**src/design/lsps_pkg.sv**
```systemverilog
// ----------------------------------------------------------------------------
// Light sensor power sampler package
// Shared types, constants and the trimmed-mean scaling function.
// ----------------------------------------------------------------------------
package lsps_pkg;

  localparam int unsigned CfgIdxW  = 2;
  localparam int unsigned CfgDataW = 16;

  localparam logic [11:0] AdcMax      = 12'd4095;
  localparam logic [4:0]  BurstLen    = 5'd16;
  localparam logic [15:0] PeriodReset = 16'd1000;
  localparam logic [9:0]  SettleReset = 10'd10;
  localparam logic [11:0] PresReset   = 12'd4;
  localparam logic [16:0] RoundAdd    = 17'd7;
  localparam logic [15:0] Recip7      = 16'd37450;
  localparam int unsigned Recip7Shift = 18;

  typedef enum logic [1:0] {
    ACT_TICK  = 2'd0,
    ACT_CONV  = 2'd1,
    ACT_START = 2'd2
  } lsps_action_e;

  typedef enum logic [CfgIdxW-1:0] {
    CFG_ENABLE       = 2'd0,
    CFG_PERIOD       = 2'd1,
    CFG_SETTLE       = 2'd2,
    CFG_PRESENCE_MIN = 2'd3
  } lsps_cfg_idx_e;

  typedef struct packed {
    logic        enable;
    logic [15:0] sample_period_ms;
    logic [9:0]  settle_ms;
    logic [11:0] presence_min;
  } lsps_cfg_t;

  typedef struct packed {
    logic [1:0]  action;
    logic [31:0] now_ms;
    logic        adc_ok;
    logic [11:0] adc_raw;
  } lsps_item_t;

  typedef struct packed {
    logic        power_on;
    logic        burst_wanted;
    logic        sample_valid;
    logic [11:0] sample_value;
  } lsps_res_t;

  // (x + 7) / 14 as ((x + 7) >> 1) / 7, the latter by reciprocal multiply
  function automatic logic [11:0] lsps_div14(input logic [15:0] x);
    logic [16:0] rounded;
    logic [15:0] half;
    logic [31:0] prod;
    rounded = {1'b0, x} + RoundAdd;
    half    = rounded[16:1];
    prod    = half * Recip7;
    return prod[Recip7Shift+11:Recip7Shift];
  endfunction

endpackage

```
**src/design/lsps_if.sv**
```systemverilog
// ----------------------------------------------------------------------------
// Light sensor power sampler channels
// Valid/ready channels for input items and result items.
// ----------------------------------------------------------------------------
interface lsps_in_if;
  logic        valid;
  logic        ready;
  logic [1:0]  action;
  logic [31:0] now_ms;
  logic        adc_ok;
  logic [11:0] adc_raw;

  modport source (output valid, action, now_ms, adc_ok, adc_raw, input ready);
  modport sink   (input valid, action, now_ms, adc_ok, adc_raw, output ready);
endinterface

interface lsps_out_if;
  logic        valid;
  logic        ready;
  logic        power_on;
  logic        burst_wanted;
  logic        sample_valid;
  logic [11:0] sample_value;

  modport source (output valid, power_on, burst_wanted, sample_valid, sample_value,
                  input ready);
  modport sink   (input valid, power_on, burst_wanted, sample_valid, sample_value,
                  output ready);
endinterface

```
**src/design/lsps_core.sv**
```systemverilog
// ----------------------------------------------------------------------------
// Light sensor power sampler core
// Measurement state and the per-transaction next-state and result logic.
// ----------------------------------------------------------------------------
module lsps_core
  import lsps_pkg::*;
(
  input  logic       clk_i,
  input  logic       rst_ni,
  input  logic       step_i,
  input  lsps_cfg_t  cfg_i,
  input  lsps_item_t item_i,
  output lsps_res_t  res_o
);

  logic        powered_q, powered_d;
  logic        pres_done_q, pres_done_d;
  logic        in_burst_q, in_burst_d;
  logic [31:0] last_time_q, last_time_d;
  logic [31:0] pstart_q, pstart_d;
  logic [4:0]  count_q, count_d;
  logic [11:0] min_q, min_d;
  logic [11:0] max_q, max_d;
  logic [15:0] sum_q, sum_d;

  logic [31:0] since_last;
  logic [31:0] since_power;
  logic [11:0] raw_sat;
  logic [11:0] min_n;
  logic [11:0] max_n;
  logic [15:0] sum_n;
  logic [15:0] trimmed;
  logic        sv;
  logic [11:0] sval;

  always_comb begin
    since_last  = item_i.now_ms - last_time_q;
    since_power = item_i.now_ms - pstart_q;
    raw_sat     = (item_i.adc_raw > AdcMax) ? AdcMax : item_i.adc_raw;
    min_n       = (raw_sat < min_q) ? raw_sat : min_q;
    max_n       = (raw_sat > max_q) ? raw_sat : max_q;
    sum_n       = sum_q + {4'd0, raw_sat};
    trimmed     = sum_n - {4'd0, min_n} - {4'd0, max_n};
  end

  always_comb begin
    powered_d   = powered_q;
    pres_done_d = pres_done_q;
    in_burst_d  = in_burst_q;
    last_time_d = last_time_q;
    pstart_d    = pstart_q;
    count_d     = count_q;
    min_d       = min_q;
    max_d       = max_q;
    sum_d       = sum_q;
    sv          = 1'b0;
    sval        = '0;
    case (lsps_action_e'(item_i.action))
      ACT_START: begin
        last_time_d = item_i.now_ms - {16'd0, cfg_i.sample_period_ms};
      end
      ACT_TICK: begin
        if (cfg_i.enable && !in_burst_q) begin
          if (!powered_q) begin
            if (since_last >= {16'd0, cfg_i.sample_period_ms}) begin
              pres_done_d = 1'b0;
              powered_d   = 1'b1;
              pstart_d    = item_i.now_ms;
            end
          end else if (since_power >= {22'd0, cfg_i.settle_ms}) begin
            if (!pres_done_q) begin
              if (!item_i.adc_ok || (item_i.adc_raw <= cfg_i.presence_min)) begin
                powered_d   = 1'b0;
                in_burst_d  = 1'b0;
                last_time_d = item_i.now_ms;
                sv          = 1'b1;
              end else begin
                pstart_d    = item_i.now_ms;
                pres_done_d = 1'b1;
              end
            end else begin
              in_burst_d = 1'b1;
              count_d    = '0;
              min_d      = AdcMax;
              max_d      = '0;
              sum_d      = '0;
            end
          end
        end
      end
      ACT_CONV: begin
        if (cfg_i.enable && in_burst_q) begin
          if (!item_i.adc_ok) begin
            powered_d   = 1'b0;
            in_burst_d  = 1'b0;
            last_time_d = item_i.now_ms;
          end else begin
            min_d   = min_n;
            max_d   = max_n;
            sum_d   = sum_n;
            count_d = count_q + 5'd1;
            if (count_d >= BurstLen) begin
              powered_d   = 1'b0;
              in_burst_d  = 1'b0;
              last_time_d = item_i.now_ms;
              pres_done_d = 1'b0;
              sv          = 1'b1;
              sval        = lsps_div14(trimmed);
            end
          end
        end
      end
      default: begin
      end
    endcase
  end

  always_ff @(posedge clk_i or negedge rst_ni) begin
    if (!rst_ni) begin
      powered_q   <= 1'b0;
      pres_done_q <= 1'b0;
      in_burst_q  <= 1'b0;
      last_time_q <= '0;
      pstart_q    <= '0;
      count_q     <= '0;
      min_q       <= AdcMax;
      max_q       <= '0;
      sum_q       <= '0;
    end else if (step_i) begin
      powered_q   <= powered_d;
      pres_done_q <= pres_done_d;
      in_burst_q  <= in_burst_d;
      last_time_q <= last_time_d;
      pstart_q    <= pstart_d;
      count_q     <= count_d;
      min_q       <= min_d;
      max_q       <= max_d;
      sum_q       <= sum_d;
    end
  end

  assign res_o.power_on     = powered_d;
  assign res_o.burst_wanted = in_burst_d;
  assign res_o.sample_valid = sv;
  assign res_o.sample_value = sval;

endmodule

```
**src/design/light_sensor_power_sampler.sv**
```systemverilog
// ----------------------------------------------------------------------------
// Light sensor power sampler
// Duty-cycles a light sensor and delivers trimmed-mean brightness samples.
// ----------------------------------------------------------------------------
// Pipeline: each input transaction passes an input register and then a result
//   register; the state update sits between them.
// Throughput: one transaction per cycle, limited by the output handshake.
// Reset: rst_ni clears sensor state and loads the default register values.
module light_sensor_power_sampler
  import lsps_pkg::*;
(
  input  logic                clk_i,
  input  logic                rst_ni,
  input  logic                cfg_we_i,
  input  logic [CfgIdxW-1:0]  cfg_idx_i,
  input  logic [CfgDataW-1:0] cfg_data_i,
  lsps_in_if.sink             in_i,
  lsps_out_if.source          out_o
);

  lsps_cfg_t  cfg_q;
  logic       item_vld_q;
  lsps_item_t item_q;
  logic       res_vld_q;
  lsps_res_t  res_q;
  lsps_res_t  res_d;
  logic       advance;
  logic       step;

  always_ff @(posedge clk_i or negedge rst_ni) begin
    if (!rst_ni) begin
      cfg_q.enable           <= 1'b1;
      cfg_q.sample_period_ms <= PeriodReset;
      cfg_q.settle_ms        <= SettleReset;
      cfg_q.presence_min     <= PresReset;
    end else if (cfg_we_i) begin
      case (lsps_cfg_idx_e'(cfg_idx_i))
        CFG_ENABLE:       cfg_q.enable           <= cfg_data_i[0];
        CFG_PERIOD:       cfg_q.sample_period_ms <= cfg_data_i;
        CFG_SETTLE:       cfg_q.settle_ms        <= cfg_data_i[9:0];
        CFG_PRESENCE_MIN: cfg_q.presence_min     <= cfg_data_i[11:0];
        default: begin
        end
      endcase
    end
  end

  assign advance  = !res_vld_q || out_o.ready;
  assign step     = item_vld_q && advance;
  assign in_i.ready = !item_vld_q || advance;

  always_ff @(posedge clk_i or negedge rst_ni) begin
    if (!rst_ni) begin
      item_vld_q <= 1'b0;
    end else if (in_i.ready) begin
      item_vld_q <= in_i.valid;
    end
  end

  always_ff @(posedge clk_i) begin
    if (in_i.valid && in_i.ready) begin
      item_q.action  <= in_i.action;
      item_q.now_ms  <= in_i.now_ms;
      item_q.adc_ok  <= in_i.adc_ok;
      item_q.adc_raw <= in_i.adc_raw;
    end
  end

  lsps_core u_core (
    .clk_i  (clk_i),
    .rst_ni (rst_ni),
    .step_i (step),
    .cfg_i  (cfg_q),
    .item_i (item_q),
    .res_o  (res_d)
  );

  always_ff @(posedge clk_i or negedge rst_ni) begin
    if (!rst_ni) begin
      res_vld_q <= 1'b0;
    end else if (advance) begin
      res_vld_q <= item_vld_q;
    end
  end

  always_ff @(posedge clk_i) begin
    if (step) begin
      res_q <= res_d;
    end
  end

  assign out_o.valid        = res_vld_q;
  assign out_o.power_on     = res_q.power_on;
  assign out_o.burst_wanted = res_q.burst_wanted;
  assign out_o.sample_valid = res_q.sample_valid;
  assign out_o.sample_value = res_q.sample_value;

endmodule
```
**src/flat_wrapper.sv**
```systemverilog
// flat-port wrapper written by rule: the top's interface ports become plain ports
module light_sensor_power_sampler_flat import lsps_pkg::*;
  (clk_i, rst_ni, cfg_we_i, cfg_idx_i, cfg_data_i, in_i_valid, in_i_action, in_i_now_ms, in_i_adc_ok, in_i_adc_raw, in_i_ready, out_o_valid, out_o_power_on, out_o_burst_wanted, out_o_sample_valid, out_o_sample_value, out_o_ready);
  lsps_in_if in_i_i ();
  lsps_out_if out_o_i ();
  input  logic clk_i;
  input  logic rst_ni;
  input  logic cfg_we_i;
  input  logic [CfgIdxW-1:0] cfg_idx_i;
  input  logic [CfgDataW-1:0] cfg_data_i;
  input wire logic [$bits(in_i_i.valid)-1:0] in_i_valid;
  input wire logic [$bits(in_i_i.action)-1:0] in_i_action;
  input wire logic [$bits(in_i_i.now_ms)-1:0] in_i_now_ms;
  input wire logic [$bits(in_i_i.adc_ok)-1:0] in_i_adc_ok;
  input wire logic [$bits(in_i_i.adc_raw)-1:0] in_i_adc_raw;
  output wire logic [$bits(in_i_i.ready)-1:0] in_i_ready;
  output wire logic [$bits(out_o_i.valid)-1:0] out_o_valid;
  output wire logic [$bits(out_o_i.power_on)-1:0] out_o_power_on;
  output wire logic [$bits(out_o_i.burst_wanted)-1:0] out_o_burst_wanted;
  output wire logic [$bits(out_o_i.sample_valid)-1:0] out_o_sample_valid;
  output wire logic [$bits(out_o_i.sample_value)-1:0] out_o_sample_value;
  input wire logic [$bits(out_o_i.ready)-1:0] out_o_ready;
  assign in_i_i.valid = in_i_valid;
  assign in_i_i.action = in_i_action;
  assign in_i_i.now_ms = in_i_now_ms;
  assign in_i_i.adc_ok = in_i_adc_ok;
  assign in_i_i.adc_raw = in_i_adc_raw;
  assign in_i_ready = in_i_i.ready;
  assign out_o_valid = out_o_i.valid;
  assign out_o_power_on = out_o_i.power_on;
  assign out_o_burst_wanted = out_o_i.burst_wanted;
  assign out_o_sample_valid = out_o_i.sample_valid;
  assign out_o_sample_value = out_o_i.sample_value;
  assign out_o_i.ready = out_o_ready;
  light_sensor_power_sampler u_core (.clk_i(clk_i), .rst_ni(rst_ni), .cfg_we_i(cfg_we_i), .cfg_idx_i(cfg_idx_i), .cfg_data_i(cfg_data_i), .in_i(in_i_i), .out_o(out_o_i));
endmodule
```
**config.mk**
```make
export PLATFORM = sky130hd
export DESIGN_NAME = light_sensor_power_sampler_flat
export DESIGN_NICKNAME = d
export VERILOG_FILES = /design/src/design/lsps_pkg.sv /design/src/design/lsps_if.sv /design/src/design/lsps_core.sv /design/src/design/light_sensor_power_sampler.sv /design/src/flat_wrapper.sv
export SDC_FILE = /design/constraint.sdc
export NUM_CORES = 1
export LEC_CHECK = 0
export ABC_AREA = 1
export BUFFER_PORTS_ARGS = -buffer_cell sky130_fd_sc_hd__buf_4
export CORE_MARGIN = 8
export CORE_UTILIZATION = 65
export DETAILED_ROUTE_END_ITERATION = 16
export GPL_TIMING_DRIVEN = 0
export PLACE_DENSITY = 0.86
export REMOVE_ABC_BUFFERS = 1
export SLEW_MARGIN = 20
export SYNTH_ARGS = -nofsm -noshare
export SYNTH_HDL_FRONTEND = slang
export SYNTH_SLANG_ARGS = --single-unit
export TNS_END_PERCENT = 20
```
**constraint.sdc**
```tcl
create_clock -name clk_i -period 23.7 [get_ports clk_i]
set_clock_uncertainty 0.1 [all_clocks]
set_input_delay 0 -clock clk_i [delete_from_list [all_inputs] [get_ports clk_i]]
set_output_delay 0 -clock clk_i [all_outputs]
set_load 0.005 [all_outputs]
```
## Word level (Yosys, flattened, before mapping)

Cells that the tools add are included.

- Add/sub/neg operators: 8
- Multiply operators: 1
- $lt $le $gt $ge: 7
- Equality and inequality tests: 20
- Muxes and demuxes: 81
- Reductions and logical operators: 25

Operator list:

| cell | count |
|---|---|
| $mux W32 | 13 |
| $mux W12 | 15 |
| $mux W16 | 6 |
| $pmux W32 S3 | 1 |
| $sub A32 B32 Y32 | 2 |
| $pmux W12 S2 | 2 |
| $ge A32 B10 Y1 | 1 |
| $ge A32 B16 Y1 | 1 |
| $mux W1 | 32 |
| $pmux W16 S2 | 1 |
| $sub A16 B12 Y16 | 2 |
| $sub A32 B16 Y32 | 1 |
| $mux W5 | 6 |
| $mul A16 B15 Y29 const B | 1 |
| $ne A2 B2 Y1 const B | 10 |
| $add A16 B3 Y17 const B | 1 |
| $add A16 B12 Y16 | 1 |
| $reduce_and A8 Y1 | 2 |
| $gt A12 B12 Y1 | 1 |
| $gt A12 B12 Y1 const B | 1 |
| $le A12 B12 Y1 | 1 |
| $lt A12 B12 Y1 | 1 |
| $pmux W5 S2 | 1 |
| $ne A3 B3 Y1 const B | 3 |
| other kinds (16) | 36 |

- Bits in registers: 215
- Input port bits: 70
- Output and inout bits: 17
- Word-level logic and storage cells: 165

## Longest topological paths before layout

- Word-level depth: 8
- Mapped depth: 49
- Depth with buffers taken out: 48

## Cells and area by module

From an unflattened synthesis, not the netlist that was laid out.

- Cells, all modules: 3245
- Area total of the unflattened synthesis: 22306.4 um2

By module, submodules not included:

| module | times used | cells an instance | area each (um2) | sequential area each (um2) |
|---|---|---|---|---|
| lsps_core | 1 | 2994 | 18699.2 | 2817.7 |
| light_sensor_power_sampler | 1 | 251 | 3607.2 | 2900.3 |

## Worst setup path after synthesis

OpenSTA, ideal clock, no wires.

- Path type: register to register
- Start: register u_core.item_q[11] (netlist name)
- End: register u_core.res_q (netlist bit u_core.out_o.sample_value[11]), data pin
- Library setup time: 0.255 ns
- Arrival time: 8.520 ns
- Required time: 23.345 ns
- Setup slack: 14.825 ns
- Cell stages (with the launch flop): 42
- Buffers on the path: 1
- Period minus slack after synthesis: 8.875 ns
- Cell sequence: edfxtp_1 -> ha_1 -> nand2_1 -> inv_1 -> nand3_1 -> o41ai_1 -> clkbuf_1 -> nand2_1 -> o21ai_0 -> fa_1 -> ha_1 -> nand3_1 -> nand3_1 -> nand2_1 -> nand3_1 -> a21oi_1 -> nand2_1 -> nand2_1 -> [... 6 more ...] -> ha_1 -> ha_1 -> ha_1 -> fa_1 -> fa_1 -> inv_1 -> fa_1 -> inv_1 -> ha_1 -> a21oi_1 -> o21a_1 -> a21oi_1 -> a211oi_1 -> nand2_1 -> a21oi_1 -> nand3_1 -> nand2_1 -> nor2_1

- Word-level cells in the longest chain between the ends: 8
- Elaborated cells between the ends (all ways): 11
- Classes of those cells: add/sub: 4; mul: 1; order compare: 3; mux: 3

Ends and longest elaborated chain:

| what | line | RTL |
|---|---|---|
| start: declaration | light_sensor_power_sampler.sv:23 | `lsps_item_t item_q;` |
| $gt A12 B12 Y1 | lsps_core.sv:39 | `raw_sat = (item_i.adc_raw > AdcMax) ? AdcMax : item_i.adc_raw;` |
| $mux W12 * | lsps_core.sv:39 |  |
| $lt A12 B12 Y1 | lsps_core.sv:40 | `min_n = (raw_sat < min_q) ? raw_sat : min_q;` |
| $mux W12 | lsps_core.sv:40 |  |
| $sub A16 B12 Y16 | lsps_core.sv:43 | `trimmed = sum_n - {4'd0, min_n} - {4'd0, max_n};` |
| $sub A16 B12 Y16 * | lsps_core.sv:43 |  |
| $add A16 B3 Y17 * | lsps_pkg.sv:58 | `rounded = {1'b0, x} + RoundAdd;` |
| $mul A16 B15 Y29 * | lsps_pkg.sv:60 | `prod = half * Recip7;` |
| end signal: assignment | light_sensor_power_sampler.sv:88 | `res_q <= res_d;` |
| end: declaration | light_sensor_power_sampler.sv:25 | `lsps_res_t res_q;` |

Every way passes the cells marked *; elsewhere a longest branch is shown, timed or not.
A chain may end at the register's enable or synchronous reset.

## Worst setup path after layout

- Start: register u_core.item_q[1] (netlist name)
- End: register u_core.res_q (netlist bit u_core.out_o.sample_value[2]), data pin

Same word-level chain as after synthesis.

==> metrics.yaml <==
syn2layout_area_growth_pct: 12.20
synthDistinctLibCells: 55
netlist_instances: 3132
crit_start: "u_core.item_q[1]$_DFFE_PP_"
clockBufferDepth: 3
layout_min_cycle_time_ps: 10700
relSlewSlack_pct: 29.73
maxCapViolations: 0
multi_input_area_sq_um: 13810
gp_congestion: 0.9865
synth-seq-cells: 215
setup_viol: 0
setup_tns_ps: 0
seqCellArea_sq_um: 5718
firstDrtPassIters: 6
yosysWarnings: 0
wl_per_cell_um: 16.97
dieArea_sq_um: 39740
reg2reg_depth: 43
crit_top_cell: "nand2_1"
cp_max_fo: 24
cpMaxStageDelayCell: "edfxtp_1"
met3_length_um: 5770
grt_max_degree: 98
path_clk_slew_ps: 70
hold_ws_ps: 85.43
ant_nets: 0
dieHeight_um: 199.3
crit_required_ps: 23870
max_freq_mhz: 93.45
drt_iter0_drc: 1973
h-tree-depth: 1
r2r-start: "u_core.item_q[1]$_DFFE_PP_"
wirelength_um: 63660
n_fill_cell: 2608
cts_setup_buffers: 0
synth_edf_count: 62
finalHoldViolations: 0
avgSynthCellArea_sq_um: 6.976
nets: 3685
grt_pass1_wl_um: 102000
io_pins: 87
top_layer_used: "met4"
antenna_found_initial: 0
fin_util_pct: 73.66
cts_root_buffer: "clkbuf_16"
dieWidth_um: 199.3
hp-class: "in2reg"
drc_errors: 0
cts_hold_buf: 73
wl_met1_um: 27560
slowest_delay_ps: 660
place_area_sq_um: 22990
grt_pass1_vias: 20380
rr_endpoint: "u_core.out_o.sample_value[2]$_SDFFCE_PN0P_"
crit_path_start_kind: "register"
maxSlewViolCount: 0
cp.arrival_ps: 10870
dpl.hpwl_um: 49020
worstSetupPathType: "reg2reg"
num_rows: 67
gr-usage-all-layers_pct: 31.77
via_count: 21240
met2_length_um: 28870
coreArea_sq_um: 33280
cts_tree: "built"
fin_crit_sh_pct: 45.15
cts.sinks: 215
grt_overflow: 0
status: "complete, no violations"
endpoint: "u_core.out_o.sample_value[2]$_SDFFCE_PN0P_"
start_util_pct: 65.65
post_cts_resized: 0
clk_latency_ps: 540
routed_via_density: 5.665
async_flop_share_pct: 71.16
portBuffers: 86
crit_path_end_kind: "register"
synth_flop_cell: "dfrtp_1"
rsz0062_at_grt: "no"
drive_gt1_share_pct: 6.392
syn-cell-area_sq_um: 21850
reg2reg_slack_ps: 13000
fin_area_sq_um: 24510
ys_seq_area_share_pct: 26.17
layout_common_cells: "nand2_1, inv_1, ha_1, nor2_1, a21oi_1"
worst_slew_pin_slew_ps: 1050
numCtsBuffers: 24
layout_commonest_cell: "nand2_1"
[critical path: cells and delay by family, from the launching register on]
family,cells,cell delay (ps)
flops,1,660
xor+xnor,2,810
compound gates,8,1700
fa+ha+maj,10,3880
simple gates,18,2930
buf+inv,5,350
[state kept, by name, summed over array words and instances, names as in the netlist]
register,count
u_core.item_q,47
u_core.cfg_q,39
u_core.u_core.last_time_q,32
u_core.u_core.pstart_q,32
u_core.u_core.sum_q,16
u_core.out_o.sample_value,12
u_core.u_core.max_q,12
u_core.u_core.min_q,12
u_core.u_core.count_q,5
u_core.item_vld_q,1
u_core.out_o.burst_wanted,1
u_core.out_o.power_on,1
u_core.out_o.sample_valid,1
u_core.out_o.valid,1
u_core.u_core.in_burst_q,1
u_core.u_core.powered_q,1
u_core.u_core.pres_done_q,1
[layout make-up]
| class | instances | area share [%] |
|---|---|---|
| diodes | 1 | 0.01021 |
| inverters | 562 | 8.615 |
| multi-input cells | 2313 | 56.35 |
| clock buffers | 36 | 2.925 |
| flip-flops and latches | 215 | 23.32 |
| repair buffers | 167 | 6.268 |
| clock inverters | 8 | 0.2246 |
| well taps | 448 | 2.287 |
[how the worst min path moves through the flow]
stage / from / to / slack [ps] / cells past startpoint
floorplan: rst_ni / u_core.cfg_q[0]$_DFFE_PN0P_ / -400 / 0
global placement: in_i_now_ms[30] / u_core.item_q[43]$_DFFE_PP_ / 80 / 1
detailed placement: rst_ni / u_core.u_core.max_q[2]$_DFFE_PN0P_ / -140 / 1
CTS: in_i_adc_raw[9] / u_core.item_q[9]$_DFFE_PP_ / 70 / 2
global route: in_i_adc_raw[1] / u_core.item_q[1]$_DFFE_PP_ / 80 / 2
finish: in_i_action[1] / u_core.item_q[46]$_DFFE_PP_ / 90 / 2
[synthesized netlist by cell type, drive strengths merged (10+ instances only)]
master / count / area [sq um]
nand2: 925 / 3502
inv: 561 / 2108
ha: 281 / 3516
nor2: 243 / 932.2
o21ai: 213 / 1100
a21oi: 170 / 850.8
nand3: 162 / 833.3
dfrtp: 131 / 3278
xor2: 83 / 727.0
edfxtp: 62 / 1862
fa: 51 / 1021
nand4: 47 / 294.0
nor3: 30 / 165.2
clkbuf: 22 / 83.83
dfstp: 22 / 578.1
buf: 20 / 146.4
xnor2: 16 / 140.1
a21o: 10 / 75.07
[routing by layer]
metal	global-route usage, %	vias up
li1	-	10340
met1	43.45	9904
met2	51.85	892
met3	5.288	107
met4	8.229	0
met5	0	-
[per-stage QoR]
step	setup WS, ps	cells
4_1_cts	13170	3749
6_report	13000	3750
3_3_place_gp	11690	3624
2_1_floorplan	13590	3090
5_1_grt	12290	3749
3_5_place_dp	13230	3632
[kinds of logic after synthesis]
family	after synthesis	synth area share, %
AOI/OAI and AO/OA	441	11.01
buffers and inverters	604	10.72
muxes	1	0.04582
xor gates and xnor gates	99	3.969
adders and majority gates	332	20.77
DFF	215	26.17
and+or+nand+nor	1440	27.32
Power is left out: the tool's default activity adds up to more than one toggle a clock period on the data nets, which glitch-free logic cannot reach.
